`src/lpd_pkg.sv`:
```
`timescale 1ns / 1ps
`default_nettype none
package lpd_pkg;

  localparam int MAX_FRAME_BYTES_DEF = 256;
  localparam int QUEUE_DEPTH = 4;
  localparam int QPTR_W = $clog2(QUEUE_DEPTH);
  localparam int AES_ROUNDS = 10;
  localparam int RND_W = $clog2(AES_ROUNDS + 1);
  localparam int CFG_INDEX_W = 3;
  localparam logic [7:0] OPT_MASK = 8'h0f;
  localparam logic [7:0] HDR_FIXED = 8'd9;
  localparam logic [7:0] HDR_WITH_MIC = 8'd13;
  localparam logic [7:0] MIC_BYTES = 8'd4;
  localparam logic [7:0] ABLK_TAG = 8'h01;
  localparam logic [7:0] RCON_FIRST = 8'h01;

  typedef enum logic {
    KIND_PAYLOAD = 1'b0,
    KIND_SUMMARY = 1'b1
  } record_kind_t;

  typedef enum logic [CFG_INDEX_W-1:0] {
    CFG_APP_KEY_HIGH   = 3'd0,
    CFG_APP_KEY_LOW    = 3'd1,
    CFG_NET_KEY_HIGH   = 3'd2,
    CFG_NET_KEY_LOW    = 3'd3,
    CFG_LINK_DIRECTION = 3'd4
  } cfg_index_t;

  typedef enum logic [1:0] {
    BK_IDLE,
    BK_CRYPT,
    BK_LOADED
  } back_state_t;

  typedef logic [0:15][7:0] blk_t;

  typedef struct packed {
    record_kind_t kind;
    logic         fresh;
    logic         blk_start;
    logic         final_part;
    logic [3:0]   idx;
    logic [7:0]   blk_count;
    logic [7:0]   data;
    logic [31:0]  addr;
    logic [15:0]  fcnt;
    logic [7:0]   port;
    logic         status;
  } lpd_entry_t;

  typedef struct packed {
    logic [127:0] app_key;
    logic [127:0] net_key;
    logic         dir;
  } lpd_keys_t;

  localparam logic [7:0] SBOX [256] = '{
    8'h63,8'h7c,8'h77,8'h7b,8'hf2,8'h6b,8'h6f,8'hc5,8'h30,8'h01,8'h67,8'h2b,8'hfe,8'hd7,8'hab,8'h76,
    8'hca,8'h82,8'hc9,8'h7d,8'hfa,8'h59,8'h47,8'hf0,8'had,8'hd4,8'ha2,8'haf,8'h9c,8'ha4,8'h72,8'hc0,
    8'hb7,8'hfd,8'h93,8'h26,8'h36,8'h3f,8'hf7,8'hcc,8'h34,8'ha5,8'he5,8'hf1,8'h71,8'hd8,8'h31,8'h15,
    8'h04,8'hc7,8'h23,8'hc3,8'h18,8'h96,8'h05,8'h9a,8'h07,8'h12,8'h80,8'he2,8'heb,8'h27,8'hb2,8'h75,
    8'h09,8'h83,8'h2c,8'h1a,8'h1b,8'h6e,8'h5a,8'ha0,8'h52,8'h3b,8'hd6,8'hb3,8'h29,8'he3,8'h2f,8'h84,
    8'h53,8'hd1,8'h00,8'hed,8'h20,8'hfc,8'hb1,8'h5b,8'h6a,8'hcb,8'hbe,8'h39,8'h4a,8'h4c,8'h58,8'hcf,
    8'hd0,8'hef,8'haa,8'hfb,8'h43,8'h4d,8'h33,8'h85,8'h45,8'hf9,8'h02,8'h7f,8'h50,8'h3c,8'h9f,8'ha8,
    8'h51,8'ha3,8'h40,8'h8f,8'h92,8'h9d,8'h38,8'hf5,8'hbc,8'hb6,8'hda,8'h21,8'h10,8'hff,8'hf3,8'hd2,
    8'hcd,8'h0c,8'h13,8'hec,8'h5f,8'h97,8'h44,8'h17,8'hc4,8'ha7,8'h7e,8'h3d,8'h64,8'h5d,8'h19,8'h73,
    8'h60,8'h81,8'h4f,8'hdc,8'h22,8'h2a,8'h90,8'h88,8'h46,8'hee,8'hb8,8'h14,8'hde,8'h5e,8'h0b,8'hdb,
    8'he0,8'h32,8'h3a,8'h0a,8'h49,8'h06,8'h24,8'h5c,8'hc2,8'hd3,8'hac,8'h62,8'h91,8'h95,8'he4,8'h79,
    8'he7,8'hc8,8'h37,8'h6d,8'h8d,8'hd5,8'h4e,8'ha9,8'h6c,8'h56,8'hf4,8'hea,8'h65,8'h7a,8'hae,8'h08,
    8'hba,8'h78,8'h25,8'h2e,8'h1c,8'ha6,8'hb4,8'hc6,8'he8,8'hdd,8'h74,8'h1f,8'h4b,8'hbd,8'h8b,8'h8a,
    8'h70,8'h3e,8'hb5,8'h66,8'h48,8'h03,8'hf6,8'h0e,8'h61,8'h35,8'h57,8'hb9,8'h86,8'hc1,8'h1d,8'h9e,
    8'he1,8'hf8,8'h98,8'h11,8'h69,8'hd9,8'h8e,8'h94,8'h9b,8'h1e,8'h87,8'he9,8'hce,8'h55,8'h28,8'hdf,
    8'h8c,8'ha1,8'h89,8'h0d,8'hbf,8'he6,8'h42,8'h68,8'h41,8'h99,8'h2d,8'h0f,8'hb0,8'h54,8'hbb,8'h16
  };

  function automatic logic [7:0] xtime(input logic [7:0] x);
    return {x[6:0], 1'b0} ^ (x[7] ? 8'h1b : 8'h00);
  endfunction

  function automatic blk_t aes_round(input blk_t s, input blk_t rk, input logic last);
    blk_t t;
    logic [7:0] a0, a1, a2, a3, all;
    int i;
    int c;
    for (i = 0; i < 16; i++) begin
      t[i] = SBOX[s[(i & 3) + 4 * (((i >> 2) + (i & 3)) & 3)]];
    end
    if (!last) begin
      for (c = 0; c < 4; c++) begin
        a0 = t[4*c];
        a1 = t[4*c+1];
        a2 = t[4*c+2];
        a3 = t[4*c+3];
        all = a0 ^ a1 ^ a2 ^ a3;
        t[4*c]   = a0 ^ all ^ xtime(a0 ^ a1);
        t[4*c+1] = a1 ^ all ^ xtime(a1 ^ a2);
        t[4*c+2] = a2 ^ all ^ xtime(a2 ^ a3);
        t[4*c+3] = a3 ^ all ^ xtime(a3 ^ a0);
      end
    end
    return t ^ rk;
  endfunction

  function automatic blk_t next_key(input blk_t k, input logic [7:0] rc);
    blk_t n;
    int i;
    n[0] = k[0] ^ SBOX[k[13]] ^ rc;
    n[1] = k[1] ^ SBOX[k[14]];
    n[2] = k[2] ^ SBOX[k[15]];
    n[3] = k[3] ^ SBOX[k[12]];
    for (i = 4; i < 16; i++) begin
      n[i] = k[i] ^ n[i-4];
    end
    return n;
  endfunction

endpackage
`default_nettype wire

```
`src/lpd_fifo.sv`:
```
`timescale 1ns / 1ps
`default_nettype none
module lpd_fifo (
  input  wire logic                 clk,
  input  wire logic                 rst,
  input  wire logic                 push,
  input  wire lpd_pkg::lpd_entry_t  wr_entry,
  output logic                      full,
  input  wire logic                 pop,
  output logic                      head_valid,
  output lpd_pkg::lpd_entry_t       head
);
  import lpd_pkg::*;

  lpd_entry_t        slots [QUEUE_DEPTH];
  logic [QPTR_W-1:0] wr_ptr, rd_ptr;
  logic [QPTR_W:0]   count;
  logic              do_pop;

  assign full       = count == (QPTR_W + 1)'(QUEUE_DEPTH);
  assign head_valid = count != '0;
  assign head       = slots[rd_ptr];
  assign do_pop     = pop && head_valid;

  always_ff @(posedge clk) begin
    if (push) slots[wr_ptr] <= wr_entry;
  end

  always_ff @(posedge clk) begin
    if (rst) begin
      wr_ptr <= '0;
      rd_ptr <= '0;
      count  <= '0;
    end else begin
      if (push) wr_ptr <= wr_ptr + 1'b1;
      if (do_pop) rd_ptr <= rd_ptr + 1'b1;
      count <= count + (QPTR_W + 1)'(push) - (QPTR_W + 1)'(do_pop);
    end
  end

endmodule
`default_nettype wire

```
`config.mk`:
```
export PLATFORM = sky130hd
export DESIGN_NAME = lpd_fifo
export DESIGN_NICKNAME = d
export VERILOG_FILES = /design/src/lpd_pkg.sv /design/src/lpd_fifo.sv
export SDC_FILE = /design/constraint.sdc
export NUM_CORES = 1
export LEC_CHECK = 0
export CORE_UTILIZATION = 55
export DETAILED_ROUTE_END_ITERATION = 10
export DONT_BUFFER_PORTS = 1
export GPL_TIMING_DRIVEN = 1
export PLACE_DENSITY = 0.71
export SLEW_MARGIN = 20
export SYNTH_ARGS = -nofsm -noshare
export SYNTH_HDL_FRONTEND = slang
export SYNTH_SLANG_ARGS = --single-unit
```
`constraint.sdc`:
```
create_clock -name clk -period 8.05 [get_ports clk]
set_input_delay 0.805 -clock clk [delete_from_list [all_inputs] [get_ports clk]]
set_output_delay 0.805 -clock clk [all_outputs]
set_load 0.01 [all_outputs]
```
==> results.md <==
* Finish-stage setup viols at 0
* R2r startpoint: wr_ptr[0]$_SDFFE_PP0P_
* Synthesized area at 12,250 um2
* CP Depth at 2
* Post-CTS Hold Buffers at 0
* Crit path arrival time at 2.94 ns
* Worst Max-Slew Pin Slew at 0.9634 ns
* Worst R2R Path Depth at 4
* Hold Fails Final Rpt at 0
* Sequential share of the synthesized area at 0.8092
* Final HPWL DP at 11,490 um
* Ports at 168
* Antenna-violating nets left at 0
* Syn-to-layout area delta at 9.461%
* Power, Total at 3.967 mW
* Vias/cell at 6.006
* CTS resizes at 0
* Crit-path max cell delay at 0.80 ns
* Kind of end point of the critical path: output pin
* Critical R2R Capture: slots[2][24]$_DFFE_PP_
* Clock power share at 0.346
* Root buf cell: clkbuf_16
* CP Launch Type: flop
* DP Area at 12,440 um2
* Crit-path slowest cell: dfxtp_4
* Fmax at 0.2669 GHz
* Wire per inst at 25.09 um
* Number of nets in the layout at 581
* Total gr overflow at 0
* Slew Viols, Final at 0
* Period utilization at 0.4655
* Max Root-Sink Buffers at 3
* Static leakage at 4.137 nW
* Sw Share at 0.2297
* Final instance area at 13,400 um2
* CP required at 7.24 ns
* Diode count at 0
* Number of global-route vias before repair at 5,159
* Worst reg-to-reg setup slack at 5.80 ns
* Largest net degree at the start of global routing at 49
* Tot GR Track Use at 0.1742
* CTS tree: done
* Die width at 151.2 um
* Clock Latency Late Sink at 0.55 ns
* Hold Crit Class: in -> reg
* MaxCap Viol Count at 0
* P_int at 3.056 mW
* Number of clock sinks at 333
* Met3 usage in global routing at 0.06235
* CP cell instances: buf_4 -> mux4_2
* Switching power at 0.9112 mW
* Setup Crit Path Kind: reg -> out
* Pre-CTS setup slack at 4.772 ns
* CP endpoint: head[64]
* Top Usage Layer GRT: met2
* WP buf/inv at 1
* Inserted Clock Buffers at 31
* Share of layout cells above drive strength 1 at 0.2701
* Layout Skew at 0.01198 ns
* Tmin final at 3.747 ns
* Drt first pass iters at 6
* Core ar. at 21,820 um2
* IO buf count at 0
* Worst slew margin at 0.3577
* RSZ-0062 raised after global routing: no
* Initial antenna violation count at 0
* Vias at 4,751
* Clk pin slew, worst setup/hold paths at 0.06 ns
* Area of the multi-input gates at 2105 um2
* Worst vdd rail ir drop at 0.2112 mV
* Initial core utilization at 0.5611
* DRC at 0
* Distinct cells, synth at 21
* Register Area at 9917 um2
* Setup_tns at 0 ns
* Iter 0 DRT Violations at 253
* CP top delay family: flip-flops
* Combinational power share at 0.131
* Run status: complete, no violations
* FILL cells at 1,406
* Register share of total power at 0.523
* Pwr dens at 296.0 nW/um2
* Setup repair bufs after CTS at 0
* Yosys Warn Count at 0
* Final worst slack at 4.303 ns
* Mapped Avg Cell Area at 26.11 um2
* CP Max Fanout at 47
* Met1 usage at 0.2130
* GP Congestion at 0.7670
* Core Rows at 54
* Die ar. at 22,870 um2
* CTS H-tree depth at 1
* Synth Instances at 469
* Grt met2 use at 0.2897
* Register bit count reported by yosys at 333
* Post-Syn Nets at 561
* First-pass GRT wire length at 29,170 um
* Die Ht at 151.2 um
* WL final at 19,850 um
[cells by family after synthesis]
family	after synthesis	synth area share
adder cells (fa/ha/maj)	7	0.007765
flip-flops	333	0.8092
buffers and inverters	25	0.01972
multiplexers	85	0.1525
AND/OR/NAND/NOR	15	0.006642
AO/OA/AOI/OAI	2	0.001431
XOR/XNOR	2	0.002656
[synth_stat cells (all sizes together)]
| master | n | area share |
|---|---|---|
| buf | 17 | 0.017 |
| o31a | 1 | 0.00072 |
| fa | 1 | 0.0016 |
| mux2i | 1 | 0.00082 |
| nor2 | 5 | 0.0015 |
| o311ai | 1 | 0.00072 |
| mux4 | 81 | 0.15 |
| mux2 | 3 | 0.0028 |
| ha | 6 | 0.0061 |
| inv | 6 | 0.0018 |
| edfxtp | 324 | 0.79 |
| or3 | 1 | 0.00051 |
| xnor2 | 1 | 0.00072 |
| and3 | 1 | 0.00051 |
| and2 | 4 | 0.0020 |
| dfxtp | 9 | 0.015 |
| xor3 | 1 | 0.0019 |
| nor2b | 4 | 0.0020 |
| clkbuf | 2 | 0.00061 |
[per-layer routing]
layer  vias to the layer above  routed length, um
met5                         -                  0
met4                         0                326
met3                        30               2051
met2                       182               9985
met1                      2500               7487
li1                       2039                  -
[state kept, by name, summed over array words and instances, names as in the netlist, named ones only]
signal	cells
slots	324
count	3
rd_ptr	2
wr_ptr	2
[worst min path at each step]
stage                                 startpoint                endpoint  cells past startpoint
final                                        rst  wr_ptr[1]$_SDFFE_PP0P_                      1
after CTS                                    rst  wr_ptr[1]$_SDFFE_PP0P_                      1
after detailed placement  wr_ptr[1]$_SDFFE_PP0P_  wr_ptr[1]$_SDFFE_PP0P_                      2
after global placement    wr_ptr[1]$_SDFFE_PP0P_  wr_ptr[1]$_SDFFE_PP0P_                      2
after global routing                         rst  wr_ptr[1]$_SDFFE_PP0P_                      1
after floorplan           wr_ptr[1]$_SDFFE_PP0P_  wr_ptr[1]$_SDFFE_PP0P_                      2
[worst register-to-register path, delay by kind of cell, from the launching register on]
kind,cells,cell delay [ns]
DFF,1,0.36
adders and majority gates,1,0.15
and+or+nand+nor,1,0.50
buffers and inverters,2,0.82
[stage by stage]
step	instances	utilization	hold WS [ns]
after floorplan	469	-	0.5136
after global placement	736	0.5700	0.5409
after detailed placement	736	0.5700	0.5603
after CTS	791	0.6142	0.2998
after global routing	791	0.6142	0.2945
final	791	0.6142	0.3247
[power groups by stage]
stage,sequential (mW),clock [mW],combinational (mW)
finish,2.07,1.37,0.521
CTS,2.08,1.40,0.536
global route,2.09,1.47,0.564
detailed placement,2.12,0,0.533
global placement,2.11,0,0.524
floorplan,2.06,0,0.548
[layout make-up]
cell class | count | area share
flip-flops and latches | 333 | 0.7398
multi-input cells | 111 | 0.1570
clock buffers | 36 | 0.05927
well taps | 280 | 0.02614
clock inverters | 19 | 0.01269
repair buffers | 6 | 0.003360
inverters | 6 | 0.001680
[cell usage in the layout (no fill, tap or decap), drive strengths merged, types with 4 or more instances in the layout]
cell	n
and2	4
buf	6
clkbuf	36
clkinv	14
dfxtp	9
edfxtp	324
ha	6
inv	7
mux4	81
nor2	5
nor2b	4
(Power assumes the default switching activity.)
