[src/lpd_pkg.sv]
`timescale 1ns / 1ps
`default_nettype none
package lpd_pkg;

  localparam int MAX_FRAME_BYTES_DEF = 256;
  localparam int QUEUE_DEPTH = 4;
  localparam int QPTR_W = $clog2(QUEUE_DEPTH);
  localparam int AES_ROUNDS = 10;
  localparam int RND_W = $clog2(AES_ROUNDS + 1);
  localparam int CFG_INDEX_W = 3;
  localparam logic [7:0] OPT_MASK = 8'h0f;
  localparam logic [7:0] HDR_FIXED = 8'd9;
  localparam logic [7:0] HDR_WITH_MIC = 8'd13;
  localparam logic [7:0] MIC_BYTES = 8'd4;
  localparam logic [7:0] ABLK_TAG = 8'h01;
  localparam logic [7:0] RCON_FIRST = 8'h01;

  typedef enum logic {
    KIND_PAYLOAD = 1'b0,
    KIND_SUMMARY = 1'b1
  } record_kind_t;

  typedef enum logic [CFG_INDEX_W-1:0] {
    CFG_APP_KEY_HIGH   = 3'd0,
    CFG_APP_KEY_LOW    = 3'd1,
    CFG_NET_KEY_HIGH   = 3'd2,
    CFG_NET_KEY_LOW    = 3'd3,
    CFG_LINK_DIRECTION = 3'd4
  } cfg_index_t;

  typedef enum logic [1:0] {
    BK_IDLE,
    BK_CRYPT,
    BK_LOADED
  } back_state_t;

  typedef logic [0:15][7:0] blk_t;

  typedef struct packed {
    record_kind_t kind;
    logic         fresh;
    logic         blk_start;
    logic         final_part;
    logic [3:0]   idx;
    logic [7:0]   blk_count;
    logic [7:0]   data;
    logic [31:0]  addr;
    logic [15:0]  fcnt;
    logic [7:0]   port;
    logic         status;
  } lpd_entry_t;

  typedef struct packed {
    logic [127:0] app_key;
    logic [127:0] net_key;
    logic         dir;
  } lpd_keys_t;

  localparam logic [7:0] SBOX [256] = '{
    8'h63,8'h7c,8'h77,8'h7b,8'hf2,8'h6b,8'h6f,8'hc5,8'h30,8'h01,8'h67,8'h2b,8'hfe,8'hd7,8'hab,8'h76,
    8'hca,8'h82,8'hc9,8'h7d,8'hfa,8'h59,8'h47,8'hf0,8'had,8'hd4,8'ha2,8'haf,8'h9c,8'ha4,8'h72,8'hc0,
    8'hb7,8'hfd,8'h93,8'h26,8'h36,8'h3f,8'hf7,8'hcc,8'h34,8'ha5,8'he5,8'hf1,8'h71,8'hd8,8'h31,8'h15,
    8'h04,8'hc7,8'h23,8'hc3,8'h18,8'h96,8'h05,8'h9a,8'h07,8'h12,8'h80,8'he2,8'heb,8'h27,8'hb2,8'h75,
    8'h09,8'h83,8'h2c,8'h1a,8'h1b,8'h6e,8'h5a,8'ha0,8'h52,8'h3b,8'hd6,8'hb3,8'h29,8'he3,8'h2f,8'h84,
    8'h53,8'hd1,8'h00,8'hed,8'h20,8'hfc,8'hb1,8'h5b,8'h6a,8'hcb,8'hbe,8'h39,8'h4a,8'h4c,8'h58,8'hcf,
    8'hd0,8'hef,8'haa,8'hfb,8'h43,8'h4d,8'h33,8'h85,8'h45,8'hf9,8'h02,8'h7f,8'h50,8'h3c,8'h9f,8'ha8,
    8'h51,8'ha3,8'h40,8'h8f,8'h92,8'h9d,8'h38,8'hf5,8'hbc,8'hb6,8'hda,8'h21,8'h10,8'hff,8'hf3,8'hd2,
    8'hcd,8'h0c,8'h13,8'hec,8'h5f,8'h97,8'h44,8'h17,8'hc4,8'ha7,8'h7e,8'h3d,8'h64,8'h5d,8'h19,8'h73,
    8'h60,8'h81,8'h4f,8'hdc,8'h22,8'h2a,8'h90,8'h88,8'h46,8'hee,8'hb8,8'h14,8'hde,8'h5e,8'h0b,8'hdb,
    8'he0,8'h32,8'h3a,8'h0a,8'h49,8'h06,8'h24,8'h5c,8'hc2,8'hd3,8'hac,8'h62,8'h91,8'h95,8'he4,8'h79,
    8'he7,8'hc8,8'h37,8'h6d,8'h8d,8'hd5,8'h4e,8'ha9,8'h6c,8'h56,8'hf4,8'hea,8'h65,8'h7a,8'hae,8'h08,
    8'hba,8'h78,8'h25,8'h2e,8'h1c,8'ha6,8'hb4,8'hc6,8'he8,8'hdd,8'h74,8'h1f,8'h4b,8'hbd,8'h8b,8'h8a,
    8'h70,8'h3e,8'hb5,8'h66,8'h48,8'h03,8'hf6,8'h0e,8'h61,8'h35,8'h57,8'hb9,8'h86,8'hc1,8'h1d,8'h9e,
    8'he1,8'hf8,8'h98,8'h11,8'h69,8'hd9,8'h8e,8'h94,8'h9b,8'h1e,8'h87,8'he9,8'hce,8'h55,8'h28,8'hdf,
    8'h8c,8'ha1,8'h89,8'h0d,8'hbf,8'he6,8'h42,8'h68,8'h41,8'h99,8'h2d,8'h0f,8'hb0,8'h54,8'hbb,8'h16
  };

  function automatic logic [7:0] xtime(input logic [7:0] x);
    return {x[6:0], 1'b0} ^ (x[7] ? 8'h1b : 8'h00);
  endfunction

  function automatic blk_t aes_round(input blk_t s, input blk_t rk, input logic last);
    blk_t t;
    logic [7:0] a0, a1, a2, a3, all;
    int i;
    int c;
    for (i = 0; i < 16; i++) begin
      t[i] = SBOX[s[(i & 3) + 4 * (((i >> 2) + (i & 3)) & 3)]];
    end
    if (!last) begin
      for (c = 0; c < 4; c++) begin
        a0 = t[4*c];
        a1 = t[4*c+1];
        a2 = t[4*c+2];
        a3 = t[4*c+3];
        all = a0 ^ a1 ^ a2 ^ a3;
        t[4*c]   = a0 ^ all ^ xtime(a0 ^ a1);
        t[4*c+1] = a1 ^ all ^ xtime(a1 ^ a2);
        t[4*c+2] = a2 ^ all ^ xtime(a2 ^ a3);
        t[4*c+3] = a3 ^ all ^ xtime(a3 ^ a0);
      end
    end
    return t ^ rk;
  endfunction

  function automatic blk_t next_key(input blk_t k, input logic [7:0] rc);
    blk_t n;
    int i;
    n[0] = k[0] ^ SBOX[k[13]] ^ rc;
    n[1] = k[1] ^ SBOX[k[14]];
    n[2] = k[2] ^ SBOX[k[15]];
    n[3] = k[3] ^ SBOX[k[12]];
    for (i = 4; i < 16; i++) begin
      n[i] = k[i] ^ n[i-4];
    end
    return n;
  endfunction

endpackage
`default_nettype wire

[src/lpd_front.sv]
`timescale 1ns / 1ps
`default_nettype none
module lpd_front #(
  parameter int MAX_FRAME_BYTES = lpd_pkg::MAX_FRAME_BYTES_DEF
) (
  input  wire logic               clk,
  input  wire logic               rst,
  input  wire logic               in_valid,
  output logic                    in_ready,
  input  wire logic [7:0]         in_byte,
  input  wire logic               in_start,
  input  wire logic [7:0]         in_length,
  output logic                    push,
  output lpd_pkg::lpd_entry_t     entry,
  input  wire logic               full
);
  import lpd_pkg::*;

  localparam logic [8:0] MaxLen = 9'(MAX_FRAME_BYTES);

  logic [7:0]  pos, len, port;
  logic [31:0] addr;
  logic [15:0] fcnt;
  logic [3:0]  opt;
  logic        fresh;

  logic [7:0]  pos_next, len_next, port_next, p, off, plen, clamp;
  logic [31:0] addr_next;
  logic [15:0] fcnt_next;
  logic [3:0]  opt_next;
  logic        fresh_eff, active, is_hdr, in_pay, last, accept;

  assign in_ready = !full;
  assign accept = in_valid && in_ready;

  always_comb begin
    clamp     = ({1'b0, in_length} > MaxLen) ? MaxLen[7:0] : in_length;
    len_next  = in_start ? clamp : len;
    p         = in_start ? 8'd0 : pos;
    addr_next = in_start ? 32'd0 : addr;
    fcnt_next = in_start ? 16'd0 : fcnt;
    opt_next  = in_start ? 4'd0 : opt;
    port_next = in_start ? 8'd0 : port;
    fresh_eff = in_start || fresh;
    active    = in_start || (pos < len);
    pos_next  = p + 8'd1;
    is_hdr    = (p >= 8'd1 && p <= 8'd7) || ({1'b0, p} == {5'd0, opt_next} + 9'd8);
    in_pay    = !is_hdr && ({1'b0, p} >= {1'b0, HDR_FIXED} + {5'd0, opt_next})
                && ({2'b0, p} + {2'b0, MIC_BYTES} < {2'b0, len_next});
    last      = ({1'b0, p} + 9'd1) >= {1'b0, len_next};
    off       = p - HDR_FIXED - {4'd0, opt_next};
    plen      = len_next - HDR_WITH_MIC - {4'd0, opt_next};
    case (p)
      8'd1: addr_next[7:0]   = in_byte;
      8'd2: addr_next[15:8]  = in_byte;
      8'd3: addr_next[23:16] = in_byte;
      8'd4: addr_next[31:24] = in_byte;
      8'd5: opt_next         = 4'(in_byte & OPT_MASK);
      8'd6: fcnt_next[7:0]   = in_byte;
      8'd7: fcnt_next[15:8]  = in_byte;
      default: begin
        if ({1'b0, p} == {5'd0, opt_next} + 9'd8) port_next = in_byte;
      end
    endcase
    push = accept && active && (in_pay || last);
    entry.kind       = in_pay ? KIND_PAYLOAD : KIND_SUMMARY;
    entry.fresh      = fresh_eff;
    entry.blk_start  = off[3:0] == 4'd0;
    entry.final_part = (plen[3:0] != 4'd0) && (off[7:4] == plen[7:4]);
    entry.idx        = off[3:0];
    entry.blk_count  = {4'd0, off[7:4]} + 8'd1;
    entry.data       = in_byte;
    entry.addr       = addr_next;
    entry.fcnt       = fcnt_next;
    entry.port       = port_next;
    entry.status     = {1'b0, len_next} < ({1'b0, HDR_WITH_MIC} + {5'd0, opt_next});
  end

  always_ff @(posedge clk) begin
    if (rst) begin
      pos   <= '0;
      len   <= '0;
      addr  <= '0;
      fcnt  <= '0;
      opt   <= '0;
      port  <= '0;
      fresh <= 1'b0;
    end else if (accept && active) begin
      pos   <= pos_next;
      len   <= len_next;
      addr  <= addr_next;
      fcnt  <= fcnt_next;
      opt   <= opt_next;
      port  <= port_next;
      fresh <= fresh_eff && !push;
    end
  end

endmodule
`default_nettype wire

[config.mk]
export PLATFORM = sky130hd
export DESIGN_NAME = lpd_front
export DESIGN_NICKNAME = d
export VERILOG_FILES = /design/src/lpd_pkg.sv /design/src/lpd_front.sv
export SDC_FILE = /design/constraint.sdc
export NUM_CORES = 1
export LEC_CHECK = 0
export BUFFER_PORTS_ARGS = -buffer_cell sky130_fd_sc_hd__buf_2
export CAP_MARGIN = 25
export CORE_MARGIN = 2
export CORE_UTILIZATION = 40
export CTS_CLUSTER_DIAMETER = 30
export DETAILED_ROUTE_END_ITERATION = 16
export PLACE_DENSITY = 0.71
export SYNTH_ARGS = -nofsm -noshare
export SYNTH_HDL_FRONTEND = slang
export SYNTH_SLANG_ARGS = --single-unit
export TNS_END_PERCENT = 50
[constraint.sdc]
create_clock -name clk -period 6.29 [get_ports clk]
set_input_delay 0.9435 -clock clk [delete_from_list [all_inputs] [get_ports clk]]
set_output_delay 0.9435 -clock clk [all_outputs]
set_load 0.02 [all_outputs]
==> metrics <==
setup total negative slack=0 ns; Power Total=1.648 mW; vias in the first global route=5528; slack of the critical path=0.8539 ns; Seq/Total Area, Yosys=25.01%; Hold Buf Count CTS=0; routed wire length per instance=17.02 um; crit-path most repeated cell=buf_2; Period Utilization, post-route=86.42%; status=completed; P per Cell Area=236.5 mW/mm2; WL final=18.14 mm; CP peak stage delay=0.60 ns; Mean Syn Cell Area=7.374 um2; row count=45; CTS Buf Count=9; leading register cell type out of synthesis=dfxtp_1; setup bufs post-CTS=0; area delta synth->final=13.05%; Post-synth EDFFs=0; routed vias=6180; Critical Path AT=4.49 ns; first-pass GRT wire length=29.04 mm; #FFs+latches synth=77; DP Wirelength=12.23 mm; # diodes=0; WP data required=5.35 ns; Synth async-reset ratio=0%; peak fanout along the critical path=72; initial antenna violation count=0; Startpoint Class=input pin; Fin Clk Skew=0.007640 ns; Critical Path Sink Type=output port; TritonCTS clock tree=yes; Root Buffer=clkbuf_16; Yosys cell types=66; fraction of layout cells with a size suffix above 1=16.74%; max_cap viols=0; Max Slew Vio Count=0; Slew HR=30.84%; Core Util, Final=46.01%; IO Port Bufs=100; pin count of the biggest net entering global routing=73; die area=0.01642 mm2; CP max-delay cell=buf_4; DRT iter0 DRCs=461; commonest non-fill, non-tap cell in the layout=nand2_1; Remaining Overflow, GRT=0; Worst Tran Pin Value=1.030 ns; CTS-repair resized insts=0; DRC Markers=0; Die Wd=128.1 um; Leak Pwr=3.040 nW; Period minus WS final=5.436 ns; Sink Count=77; Worst-path clk slew=0.06 ns; H-tree depth=3; clock latency on the worst-skew pair=0.35 ns; Post-Syn Instances=836; highest clock rate=184.0 MHz; HP Class=reg -> reg; Final Hold Viols=0; Antenna Nets Post-Route=0; Starting Density=40.70%; first-pass iteration count of the detailed router=6; post-route cell area=0.006969 mm2; final setup vio count=0; RSZ-0062 raised after global routing=false; synthesized area=0.006165 mm2; worst vdd ir=0.1455 mV; Via density=5.797; core area=0.01515 mm2; placed inst area=0.006638 mm2; clk buf depth=2; Synth Warn #=0; Final Net Count=946; GRT Util Overall=21.87%; die height=128.1 um; most frequent cells in the layout=nand2_1 (115), buf_2 (100), a21oi_1 (79), dfxtp_1 (77), nor3_1 (61); Place WS=0.8482 ns; CP Class=in -> out; # IOs=104; gp weighted congestion=0.9234; crit path cell chain=buf_2, inv_2, buf_4, nand2_1, ha_1, fa_1, a21o_1, a2111o_1, a31oi_1, xnor3_1, nor4b_1, buf_2
==> synth_stat cells, types with 3 or more instances <==
| library cell | number | area (um2) |
|---|---|---|
| or2_2 | 3 | 18.77 |
| nor2b_1 | 9 | 56.30 |
| a221oi_1 | 3 | 26.28 |
| o32ai_1 | 8 | 70.07 |
| o31ai_1 | 33 | 247.7 |
| clkbuf_1 | 63 | 236.5 |
| a21o_1 | 6 | 45.04 |
| a31oi_1 | 4 | 25.02 |
| a21boi_0 | 5 | 37.54 |
| nand4_1 | 33 | 206.5 |
| xnor2_1 | 12 | 105.1 |
| xor2_1 | 12 | 105.1 |
| nand3_1 | 8 | 40.04 |
| a211oi_1 | 12 | 90.09 |
| and2_1 | 3 | 18.77 |
| ha_1 | 50 | 625.6 |
| a2111o_1 | 3 | 33.78 |
| o211ai_1 | 3 | 22.52 |
| buf_4 | 12 | 90.09 |
| mux2i_1 | 23 | 230.2 |
| dfxtp_1 | 77 | 1541 |
| nand2b_1 | 14 | 87.58 |
| buf_1 | 6 | 22.52 |
| and3b_1 | 3 | 26.28 |
| nor2_1 | 22 | 82.58 |
| and3_1 | 3 | 18.77 |
| a21oi_1 | 79 | 395.4 |
| buf_2 | 5 | 25.02 |
| nand2_1 | 116 | 435.4 |
| a211o_1 | 3 | 26.28 |
| nor3_1 | 61 | 305.3 |
| o21ai_0 | 56 | 280.3 |
| inv_1 | 44 | 165.2 |
==> critical path, delay by kind of cell <==
kind                       cells  cell delay, ns
xor gates and xnor gates       1            0.27
buffers and inverters          4            1.19
adders and majority gates      2            0.68
AOI/OAI and AO/OA              3            0.99
and+or+nand+nor                2            0.34
==> per-stage QoR <==
| stage | std cells | hold slack [ns] |
|---|---|---|
| final | 1066 | 0.4670 |
| after CTS | 1066 | 0.4677 |
| after floorplan | 838 | 0.4445 |
| after global placement | 1050 | 0.4532 |
| after global routing | 1066 | 0.4772 |
| after detailed placement | 1050 | 0.4592 |
==> power breakdown <==
| part | internal [mW] | switching (mW) |
|---|---|---|
| Clock | 0.361 | 0.223 |
| Combinational | 0.181 | 0.339 |
| Sequential | 0.515 | 0.0285 |
| Total | 1.06 | 0.591 |
==> state kept, by name, indices dropped and copies added, names as in the netlist <==
signal	flops
fresh	1
addr	32
port	8
fcnt	16
opt	4
len	8
pos	8
==> final cells by class <==
cell class	count	area [um2]
clock buffer	10	239.0
clock inverter	6	92.59
fill	1490	8177
inverter	45	168.9
multi-input combinational	628	4101
sequential	77	1541
tap	188	235.2
timing repair buffer	112	590.6
==> routing by layer <==
layer / vias up / track usage (%) / part of all wire (%)
li1: 3054 / - / -
met1: 2894 / 30.26 / 47
met4: 0 / 7.563 / 2.1
met2: 205 / 34.07 / 46
met5: - / 0 / 0
met3: 27 / 4.174 / 5.5
==> cells by family after synthesis <==
family | count (synthesis) | synth area share, %
muxes | 25 | 4.100
and+or+nand+nor | 293 | 23.85
AOI/OAI and AO/OA | 230 | 23.34
buffers and inverters | 133 | 9.072
DFF | 77 | 25.01
xor gates and xnor gates | 25 | 3.775
other | 1 | 0.06083
adders and majority gates | 52 | 10.80
==> worst paths after layout <==
check | start | end | slack [ns] | depth (start not counted)
setup / recovery | in_start | entry[77] | 0.85 | 12
hold / removal | fcnt[12] | fcnt[12] | 0.47 | 2
setup reg to reg | pos[2] | fresh | 2.99 | 11
hold reg to reg | fcnt[12] | fcnt[12] | 0.47 | 2
Note: power is estimated with default switching activity, not from simulation.
